--- src/gqls_pkg.sv ---
// Shared types and constants for the grid Q-learning step block.
package gqls_pkg;

  localparam int GRID_WIDTH_DEF  = 16;
  localparam int GRID_HEIGHT_DEF = 16;
  localparam int VALUE_BITS_DEF  = 40;

  localparam int LOAD_BITS  = 40;
  localparam int CELL_BITS  = 8;
  localparam int STEP_BITS  = 16;
  localparam int FRAC_BITS  = 16;
  localparam int PCT_BITS   = 7;

  localparam logic [15:0] LEARN_RATE_RST = 16'd58982;
  localparam logic [15:0] DISCOUNT_RST   = 16'd58982;
  localparam logic [6:0]  EXPLORE_RST    = 7'd50;
  localparam logic [7:0]  GOAL_RST       = 8'd0;

  typedef enum logic [1:0] {
    CMD_LOAD_Q      = 2'd0,
    CMD_LOAD_REWARD = 2'd1,
    CMD_START       = 2'd2,
    CMD_STEP        = 2'd3
  } cmd_t;

  typedef enum logic [1:0] {
    REG_LEARN_RATE = 2'd0,
    REG_DISCOUNT   = 2'd1,
    REG_EXPLORE    = 2'd2,
    REG_GOAL       = 2'd3
  } reg_idx_t;

  typedef enum logic [1:0] {
    ACT_NORTH = 2'd0,
    ACT_SOUTH = 2'd1,
    ACT_EAST  = 2'd2,
    ACT_WEST  = 2'd3
  } act_t;

  typedef enum logic [3:0] {
    ST_IDLE,
    ST_LOAD,
    ST_RD_OLD,     // read four Q of current cell
    ST_PICK,       // choose action, compute move target
    ST_RD_NEW,     // read four Q and reward of new cell
    ST_GREEDY,     // greedy of new cell, gamma multiply
    ST_TARGET,     // target = reward + scaled, diff
    ST_ALPHA,      // alpha multiply
    ST_WRITE,      // write back updated Q
    ST_DONE
  } state_t;

  // Controller to datapath commands.
  typedef struct packed {
    logic capture;
    logic do_load;
    logic rd_old;
    logic pick;
    logic rd_new;
    logic greedy;
    logic target;
    logic alpha;
    logic write;
    logic finish_step;
    logic finish_other;
  } ctl_t;

  // Datapath to controller status.
  typedef struct packed {
    logic [1:0] cmd;
    logic       step_live;   // agent not at goal cell
    logic       out_free;    // result register empty or being taken
  } sts_t;

endpackage

--- src/gqls_ctrl.sv ---
// Sequencing state machine for the grid Q-learning step block.
module gqls_ctrl import gqls_pkg::*; (
  input  logic clk,
  input  logic rst,
  input  logic in_valid,
  output logic in_ready,
  input  sts_t sts,
  output ctl_t ctl
);

  state_t state, state_next;

  always_ff @(posedge clk) begin
    if (rst) state <= ST_IDLE;
    else     state <= state_next;
  end

  always_comb begin
    state_next = state;
    ctl        = '0;
    in_ready   = 1'b0;
    unique case (state)
      ST_IDLE: begin
        in_ready = 1'b1;
        if (in_valid) begin
          ctl.capture = 1'b1;
          state_next  = ST_LOAD;
        end
      end
      ST_LOAD: begin
        if (sts.cmd == CMD_STEP && sts.step_live) begin
          ctl.rd_old = 1'b1;
          state_next = ST_RD_OLD;
        end else if (sts.out_free) begin
          ctl.do_load      = 1'b1;
          ctl.finish_other = 1'b1;
          state_next       = ST_DONE;
        end
      end
      ST_RD_OLD: begin ctl.pick = 1'b1;   state_next = ST_PICK;   end
      ST_PICK:   begin ctl.rd_new = 1'b1; state_next = ST_RD_NEW; end
      ST_RD_NEW: begin ctl.greedy = 1'b1; state_next = ST_GREEDY; end
      ST_GREEDY: begin ctl.target = 1'b1; state_next = ST_TARGET; end
      ST_TARGET: begin ctl.alpha = 1'b1;  state_next = ST_ALPHA;  end
      ST_ALPHA:  begin ctl.write = 1'b1;  state_next = ST_WRITE;  end
      ST_WRITE: begin
        if (sts.out_free) begin
          ctl.finish_step = 1'b1;
          state_next      = ST_DONE;
        end
      end
      ST_DONE:   state_next = ST_IDLE;
      default:   state_next = ST_IDLE;
    endcase
  end

endmodule

--- config.mk ---
export PLATFORM = sky130hd
export DESIGN_NAME = gqls_ctrl
export DESIGN_NICKNAME = d
export VERILOG_FILES = /design/src/gqls_pkg.sv /design/src/gqls_ctrl.sv
export SDC_FILE = /design/constraint.sdc
export NUM_CORES = 1
export LEC_CHECK = 0
export BUFFER_PORTS_ARGS = -buffer_cell sky130_fd_sc_hd__buf_2
export CAP_MARGIN = 10
export CORE_AREA = 4 4 41 43
export DETAILED_ROUTE_END_ITERATION = 16
export DIE_AREA = 0 0 45 47
export SLEW_MARGIN = 10
export SYNTH_ARGS = -nofsm -noshare
export SYNTH_HDL_FRONTEND = slang
export SYNTH_SLANG_ARGS = --single-unit
export TNS_END_PERCENT = 10
--- constraint.sdc ---
create_clock -name clk -period 2.8 [get_ports clk]
set_clock_uncertainty 0.15 [all_clocks]
set_input_delay 0.14 -clock clk [delete_from_list [all_inputs] [get_ports clk]]
set_output_delay 0.14 -clock clk [all_outputs]
set_load 0.02 [all_outputs]
==> out/qor.txt, run 1 <==
==================================================================================
Height of the die                                                            47 um
Largest registers ranked by flip-flop count                              state (4)
Nets                                                                            66
Final global-route overflow total                                                0
Top_reg_cell synth                                                         dfxtp_1
Capturing element type of the critical path                            output port
Number of cells traversed by the worst hold path                                 3
Share of Yosys cell area claimed by the top area cell type                   0.230
Met1 Usage GRT                                                               0.105
Vias in the first global route                                                 328
Synth cell types                                                                25
Horizontal die dimension                                                     45 um
Power density relative to cell area                                    439 nW/um^2
Outcome                                                               finished clean
Share of final-layout standard cells stronger than drive strength 1          0.456
DR pass1 iterations                                                              2
Number of instances in the synthesized netlist                                  39
Area of the core                                                         1300 um^2
Max Cap Viol                                                                     0
Largest fanout on the critical path                                              9
Net Count, Synth                                                                46
Placed wire-length estimate                                                 613 um
Wire length of the first global-routing pass                               1270 um
Num rows                                                                        13
Source-to-sink clock delay at the later pin of the worst-skew pair         0.23 ns
Hold Path Origin                                                            sts[0]
Largest cells by area after synthesis                                 dfxtp_1 23%, nor4b_4 14%, nor3_1 7.2%
Min Tclk post-route                                                        1.78 ns
Vias per cell                                                                 4.60
Number of nets with antenna violations after routing                             0
Top reg by flops                                                             state
Worst-path clk slew                                                        0.03 ns
Cell at the root of the clock tree                                        clkbuf_4
Post-route setup TNS                                                          0 ns
Worst Setup Start Kind                                                    register
Final Routed Wirelength                                                     782 um
Pin count of the biggest net entering global routing                            12
Post-CTS setup buffer count                                                      0
Routed via count                                                               331
Setup repair after global routing missed its margin                             no
Clock tree from TritonCTS                                                      yes
DRC violation total after the first TritonRoute iteration                        4
Gates resized, CTS repair                                                        0
Boundary pin count                                                              19
Path category of the worst min-delay check                                  in2reg
Capture endpoint of the worst hold path                               state[0]$_SDFFE_PP0P_
Achievable Freq                                                            561 MHz
Terminus of the critical flop-to-flop path                            state[3]$_SDFFE_PP0P_
Max Root-Sink Buffers                                                            2
Number of enable flip-flop cells after synthesis                                 0
R2r worst-path depth                                                             3
Asr flop ratio synth                                                             0
Cell with the most instances after synthesis                                nor3_1
Port Buffers                                                                    18
TritonCTS sink count                                                             4
Critical R2R Launch                                                   state[0]$_SDFFE_PP0P_
Leakage power figure                                                      0.229 nW
IR drop worst, VDD                                                          245 uV
Number of slew-limit violations in the final report                              0
Total clock buffers created by CTS                                               3
Arrival time of data at the critical path endpoint                         1.49 ns
Filler instances                                                               154
Initial antenna violation count                                                  0
Final clock period utilization by the worst path                             0.637
CTS H-tree lvls                                                                  1
Overall routing resource usage                                              0.0845
Top post-synthesis cells by count                                     5 x nor3_1, 4 x dfxtp_1, 4 x nor2_1, 3 x and2_1
Number of antenna diodes                                                         0
Worst slew slack as a fraction of its limit                                  0.722
Required time at the endpoint of the critical path                         2.51 ns
Path type of the worst setup path                                          reg2out
Number of DRC violations after detailed routing                                  0
Placer congestion estimate                                                   0.723
Met3 track demand over resource                                             0.0613
Gr busiest metal                                                              met2
Worst setup slack for register-to-register paths                           1.34 ns
Yosys Warn Count                                                                 0
Max FFs per register                                                             4
Actual slew at the worst max-slew pin                                     0.416 ns
Final hold violation count                                                       0
Detailed-route wire length per cell                                        10.9 um
Most area-hungry cell type in the Yosys netlist                            dfxtp_1
Starting Density                                                             0.267
Area of the die                                                          2120 um^2
Worst Setup SP                                                        state[0]$_SDFFE_PP0P_
Final Setup Violations                                                           0
Synth Register Bits                                                              4
Avg Inst Size Synth                                                      8.92 um^2
Met2 capacity usage during global routing                                    0.127
Overall Power                                                             0.201 mW
Area added between synthesis and finish                                      31.7%
Synthesized area                                                          348 um^2
Sequential cell area fraction in the yosys report                            0.230
==================================================================================
## power by group
part	internal (mW)	switching [mW]
sequential	0.0611	0.0113
clock	0.0478	0.0209
combinational	0.0295	0.0305
total	0.138	0.0626
## worst max path at each step
stage | end | cells past startpoint
final | ctl[0] | 3
after global routing | ctl[5] | 3
after CTS | ctl[0] | 3
after detailed placement | ctl[5] | 3
after global placement | ctl[9] | 3
after floorplan | ctl[10] | 3
## area by class of cell
cell class	count	area, um^2	share of cell area
multi-input cells	30	233	0.508
well taps	15	18.8	0.0410
repair buffers	19	100	0.219
clock buffers	3	22.5	0.0492
inverters	1	3.75	0.00820
flip-flops and latches	4	80.1	0.175
## per-stage QoR
stage | instances | setup slack (ns) | cell area, um^2 | hold WS [ns] | util
global placement | 68 | 1.28 | 425 | 0.208 | 0.327
detailed placement | 68 | 1.25 | 425 | 0.204 | 0.327
CTS | 72 | 1.00 | 458 | 0.167 | 0.352
floorplan | 39 | 0.933 | 348 | 0.0628 | -
global route | 72 | 0.907 | 458 | 0.221 | 0.352
finish | 72 | 1.02 | 458 | 0.163 | 0.352
## placed cells by master, fill, tap and decap left out, drive strengths merged
master | netlist | routed
o311a | 1 | 1
dfxtp | 4 | 4
nor3b | 1 | 1
nor4 | 1 | 1
and3 | 2 | 2
nor3 | 5 | 5
o21bai | 1 | 1
a221oi | 1 | 1
nand2b | 1 | 1
clkbuf | 0 | 3
and2 | 3 | 3
dlygate4sd3 | 0 | 1
nand2 | 1 | 1
nand3 | 1 | 1
nor4b | 2 | 2
mux2i | 1 | 1
inv | 1 | 1
or2b | 2 | 2
xor2 | 1 | 1
buf | 4 | 18
nor2 | 5 | 5
a211oi | 1 | 1
## what timing repair did
action | 4_1_cts | 5_1_grt
hold endpoints to repair | 3 | 0
hold buffers | 1 | 0
setup endpoints to repair | 0 | 0
## worst max-delay path, cell delays in order, from the launching register on
cell     delay, ns
dfxtp_1       0.53
nor4b_4       0.34
and3_4        0.24
buf_2         0.16
## logic make-up after synthesis
logic type | share of synthesized area
and+or+nand+nor | 0.518
DFF | 0.230
AOI/OAI and AO/OA | 0.0971
buffers and inverters | 0.101
muxes | 0.0288
xor gates and xnor gates | 0.0252
## routing by layer
metal | part of all wire | routed length (um)
met1 | 0.51 | 397
met2 | 0.39 | 307
met3 | 0.098 | 77
met4 | 0 | 0
met5 | 0 | 0
Power figures use the tool's default switching activity.
==> run 2: changes to the inputs <==
Settings changed: ABC_AREA from default to 1.
Clock period 2.8 ns to 1.76 ns, I/O delays scaled along.
==> out/qor.txt, run 2 <==
=================================================================================================================
Vias per cell                                                                                                4.23   -7.9%
Synth Register Bits                                                                                             4   unchanged
Filler instances                                                                                              156   +1.3%
Outcome                                                                                              finished clean
Post-placement cell area                                                                                 442 um^2   +3.8%
Actual slew at the worst max-slew pin                                                                    0.283 ns   -0.133 ns
Arrival time of data at the critical path endpoint                                                        1.27 ns   -0.22 ns
Worst-path clk slew                                                                                       0.04 ns   about the same
Sequential fraction of design power                                                                         0.322   -0.038
Final Routed Wirelength                                                                                    807 um   +3.2%
Share of final-layout standard cells stronger than drive strength 1                                         0.337   -0.119
Arithmetic-cell share of the synthesized area counting full adders, half adders and majority gates              0   unchanged
Share of the synthesized area in compound gates (AO/OA/AOI/OAI)                                            0.0294   -0.0677
Number of nets with antenna violations after routing                                                            0   unchanged
Number of enable flip-flop cells after synthesis                                                                0   unchanged
Placed wire-length estimate                                                                                688 um   +12%
Net Count, Synth                                                                                               69   +50%
Final Setup Violations                                                                                          0   unchanged
TritonCTS sink count                                                                                            4   unchanged
Main combinational cell family by area after synthesis                                               simple AND/OR/NAND/NOR gates
Top_reg_cell synth                                                                                        dfxtp_1
Placer congestion estimate                                                                                  0.788   +8.9%
Critical path buffers and inverters                                                                             3   +2
Multi-input combinational cell area                                                                      189 um^2   -19%
Nets                                                                                                           92   +39%
Port Buffers                                                                                                   18   unchanged
Largest fanout on the critical path                                                                             4   -5
Clock group share of total power                                                                            0.327   -0.015
Pre-CTS WS                                                                                               0.494 ns   -0.760 ns
Number of slew-limit violations in the final report                                                             0   unchanged
Post-route worst setup slack                                                                             0.251 ns   -0.766 ns
Routed via count                                                                                              415   +25%
Largest cells by area after synthesis                                                                dfxtp_1 24%, inv_1 17%, nand2_1 17%
DR pass1 iterations                                                                                             4   +2
Most used cells in the layout excluding fill and tap cells                                           18 x buf_2, 15 x inv_1, 15 x nand2_1, 9 x nand3_1, 7 x nor2_1
Kind of cell with the highest combined delay on the critical path                                      flip-flops
Path type of the worst setup path                                                                         reg2out
Area of the die                                                                                         2120 um^2   unchanged
Number of instances in the synthesized netlist                                                                 62   +59%
Area added between synthesis and finish                                                                     39.3%
Worst slew slack as a fraction of its limit                                                                 0.811   +0.0882
CTS H-tree lvls                                                                                                 1   unchanged
Clock tree from TritonCTS                                                                                     yes
Required time at the endpoint of the critical path                                                        1.52 ns   -0.99 ns
Vias in the first global route                                                                                370   +13%
Top post-synthesis cells by count                                                                    15 x inv_1, 15 x nand2_1, 9 x nand3_1, 7 x nor2_1, 4 x dfxtp_1
Gates resized, CTS repair                                                                                       0   unchanged
Number of antenna diodes                                                                                        0   unchanged
Setup repair after global routing missed its margin                                                            no
Boundary pin count                                                                                             19   unchanged
Avg Inst Size Synth                                                                                     5.49 um^2   -38%
Fraction of the mapped netlist area in simple logic gates                                                   0.526   +0.00775
Yosys Warn Count                                                                                                0   unchanged
Worst Setup Start Kind                                                                                   register
Starting Density                                                                                            0.262   -0.00577
Asr flop ratio synth                                                                                            0   unchanged
Sequential cell area fraction in the yosys report                                                           0.235   +0.00508
Post-route setup TNS                                                                                         0 ns   unchanged
Net switching power figure                                                                               0.121 mW   +94%
Share of Yosys cell area claimed by the top area cell type                                                  0.235   +0.00508
Initial antenna violation count                                                                                 0   unchanged
Achievable Freq                                                                                           663 MHz
Final hold violation count                                                                                      0   unchanged
Num rows                                                                                                       13   unchanged
Worst-case hold slack                                                                                    0.109 ns   -0.0539 ns
Path category of the worst min-delay check                                                                 in2reg
Height of the die                                                                                           47 um   unchanged
IR drop worst, VDD                                                                                         353 uV   +44%
Leakage power figure                                                                                     0.329 nW   +44%
Worst-path cell chain                                                                                inv_1 > nor2_4 > inv_1 > nor3_1 > buf_2
Horizontal die dimension                                                                                    45 um   unchanged
Finished Cell Area                                                                                       474 um^2   +3.6%
Capturing element type of the critical path                                                           output port
Final clock period utilization by the worst path                                                            0.858
Post-Synth XOR/XNOR Area                                                                                        0   -0.0252
Min Tclk post-route                                                                                       1.51 ns
Wire length of the first global-routing pass                                                              1350 um   +6.0%
Largest registers ranked by flip-flop count                                                             state (4)
Max FFs per register                                                                                            4   unchanged
DRC violation total after the first TritonRoute iteration                                                       4   unchanged
Overall Power                                                                                            0.336 mW   +67%
Overall routing resource usage                                                                             0.0899   +0.00539
Comb pwr share                                                                                              0.351   +0.053
Source-to-sink clock delay at the later pin of the worst-skew pair                                        0.23 ns   about the same
Power density relative to cell area                                                                   709 nW/um^2   +62%
Internal Dissipation                                                                                     0.215 mW   +56%
Top reg by flops                                                                                            state
Cell occurring most often along the worst timing path                                                       inv_1
Net switching fraction of the power                                                                         0.360   +0.0488
Pin count of the biggest net entering global routing                                                            8   -4
Synthesized area                                                                                         340 um^2   -2.2%
Library cell contributing the largest single delay on the critical path                                   dfxtp_1
Worst setup slack for register-to-register paths                                                          0.59 ns   -0.75 ns
Most common cell after layout, fill and taps aside                                                          buf_2
Final global-route overflow total                                                                               0   unchanged
Detailed-route wire length per cell                                                                       8.23 um   -24%
Max Cap Viol                                                                                                    0   unchanged
FF+latch area                                                                                           80.1 um^2   unchanged
Multiplexer share of the synthesized area                                                                       0   -0.0288
Worst stage delay on the critical path                                                                    0.40 ns   -0.13 ns
Total clock buffers created by CTS                                                                              3   unchanged
Most area-hungry cell type in the Yosys netlist                                                           dfxtp_1
Area of the core                                                                                        1300 um^2   unchanged
Cell at the root of the clock tree                                                                       clkbuf_4
Synth cell types                                                                                               11   -56%
Max Root-Sink Buffers                                                                                           2   unchanged
Number of DRC violations after detailed routing                                                                 0   unchanged
=================================================================================================================
-- run 2: cell types whose count changed after synthesis, sizes merged, moves of 2 or more --
cell	previous run	this run
a21oi	0	2
nor4b	2	0
buf	4	1
nand2	1	15
and2	3	0
nand3	1	9
or2b	2	0
inv	1	17
nor3	5	2
and3	2	0
nor2	5	12
-- run 2: through the flow --
| stage | instances | util |
|---|---|---|
| 3_3_place_gp | 94 | 0.339 |
| 5_1_grt | 98 | 0.364 |
| 4_1_cts | 98 | 0.364 |
| 2_1_floorplan | 62 | - |
| 3_5_place_dp | 94 | 0.339 |
| 6_report | 98 | 0.364 |
-- run 2: cells by family after synthesis --
family                 count (synthesis)
AOI/OAI and AO/OA                      2
buffers and inverters                 18
DFF                                    4
and+or+nand+nor                       38
-- run 2: worst register-to-register path: stages, from the launching register on --
cell and delay (ns):
dfxtp_1 0.34, nor2_1 0.25, nand3_1 0.11, nand2_1 0.07, nor2_1 0.04, nand2_1 0.06
inv_1 0.04
-- run 2: power groups by stage --
stage,combinational [mW],clock [mW],sequential (mW)
final,0.118,0.110,0.108
after global routing,0.133,0.125,0.110
after detailed placement,0.117,0,0.109
after CTS,0.119,0.119,0.108
after floorplan,0.0863,0,0.108
after global placement,0.117,0,0.110
-- run 2: what timing repair did --
| action | 4_1_cts | 5_1_grt |
|---|---|---|
| endpoints found under the hold margin | 3 | 0 |
| hold buffers | 1 | 0 |
| setup buffers | 0 | 0 |
-- run 2: layer usage --
| metal | wire [um] | vias up | track usage |
|---|---|---|---|
| met1 | 374 | 175 | 0.0973 |
| met2 | 363 | 11 | 0.141 |
| met3 | 60 | 2 | 0.0115 |
| li1 | - | 227 | - |
| met4 | 9 | 0 | 0.105 |
| met5 | 0 | - | 0 |
-- run 2: final cells by class --
cell class / instances / area share
Timing Repair Buffer: 19 / 0.211
Sequential cell: 4 / 0.169
Inverter: 17 / 0.135
Multi-Input combinational cell: 40 / 0.398
Clock buffer: 3 / 0.0475
Tap cell: 15 / 0.0396
-- run 2: final timing paths --
check / startpoint / end / depth (start not counted)
setup / recovery: state[2]$_SDFFE_PP0P_ / ctl[4] / 5
setup reg to reg: state[1]$_SDFFE_PP0P_ / state[0]$_SDFFE_PP0P_ / 6
hold / removal: sts[0] / state[0]$_SDFFE_PP0P_ / 5
hold reg to reg: state[0]$_SDFFE_PP0P_ / state[2]$_SDFFE_PP0P_ / 3
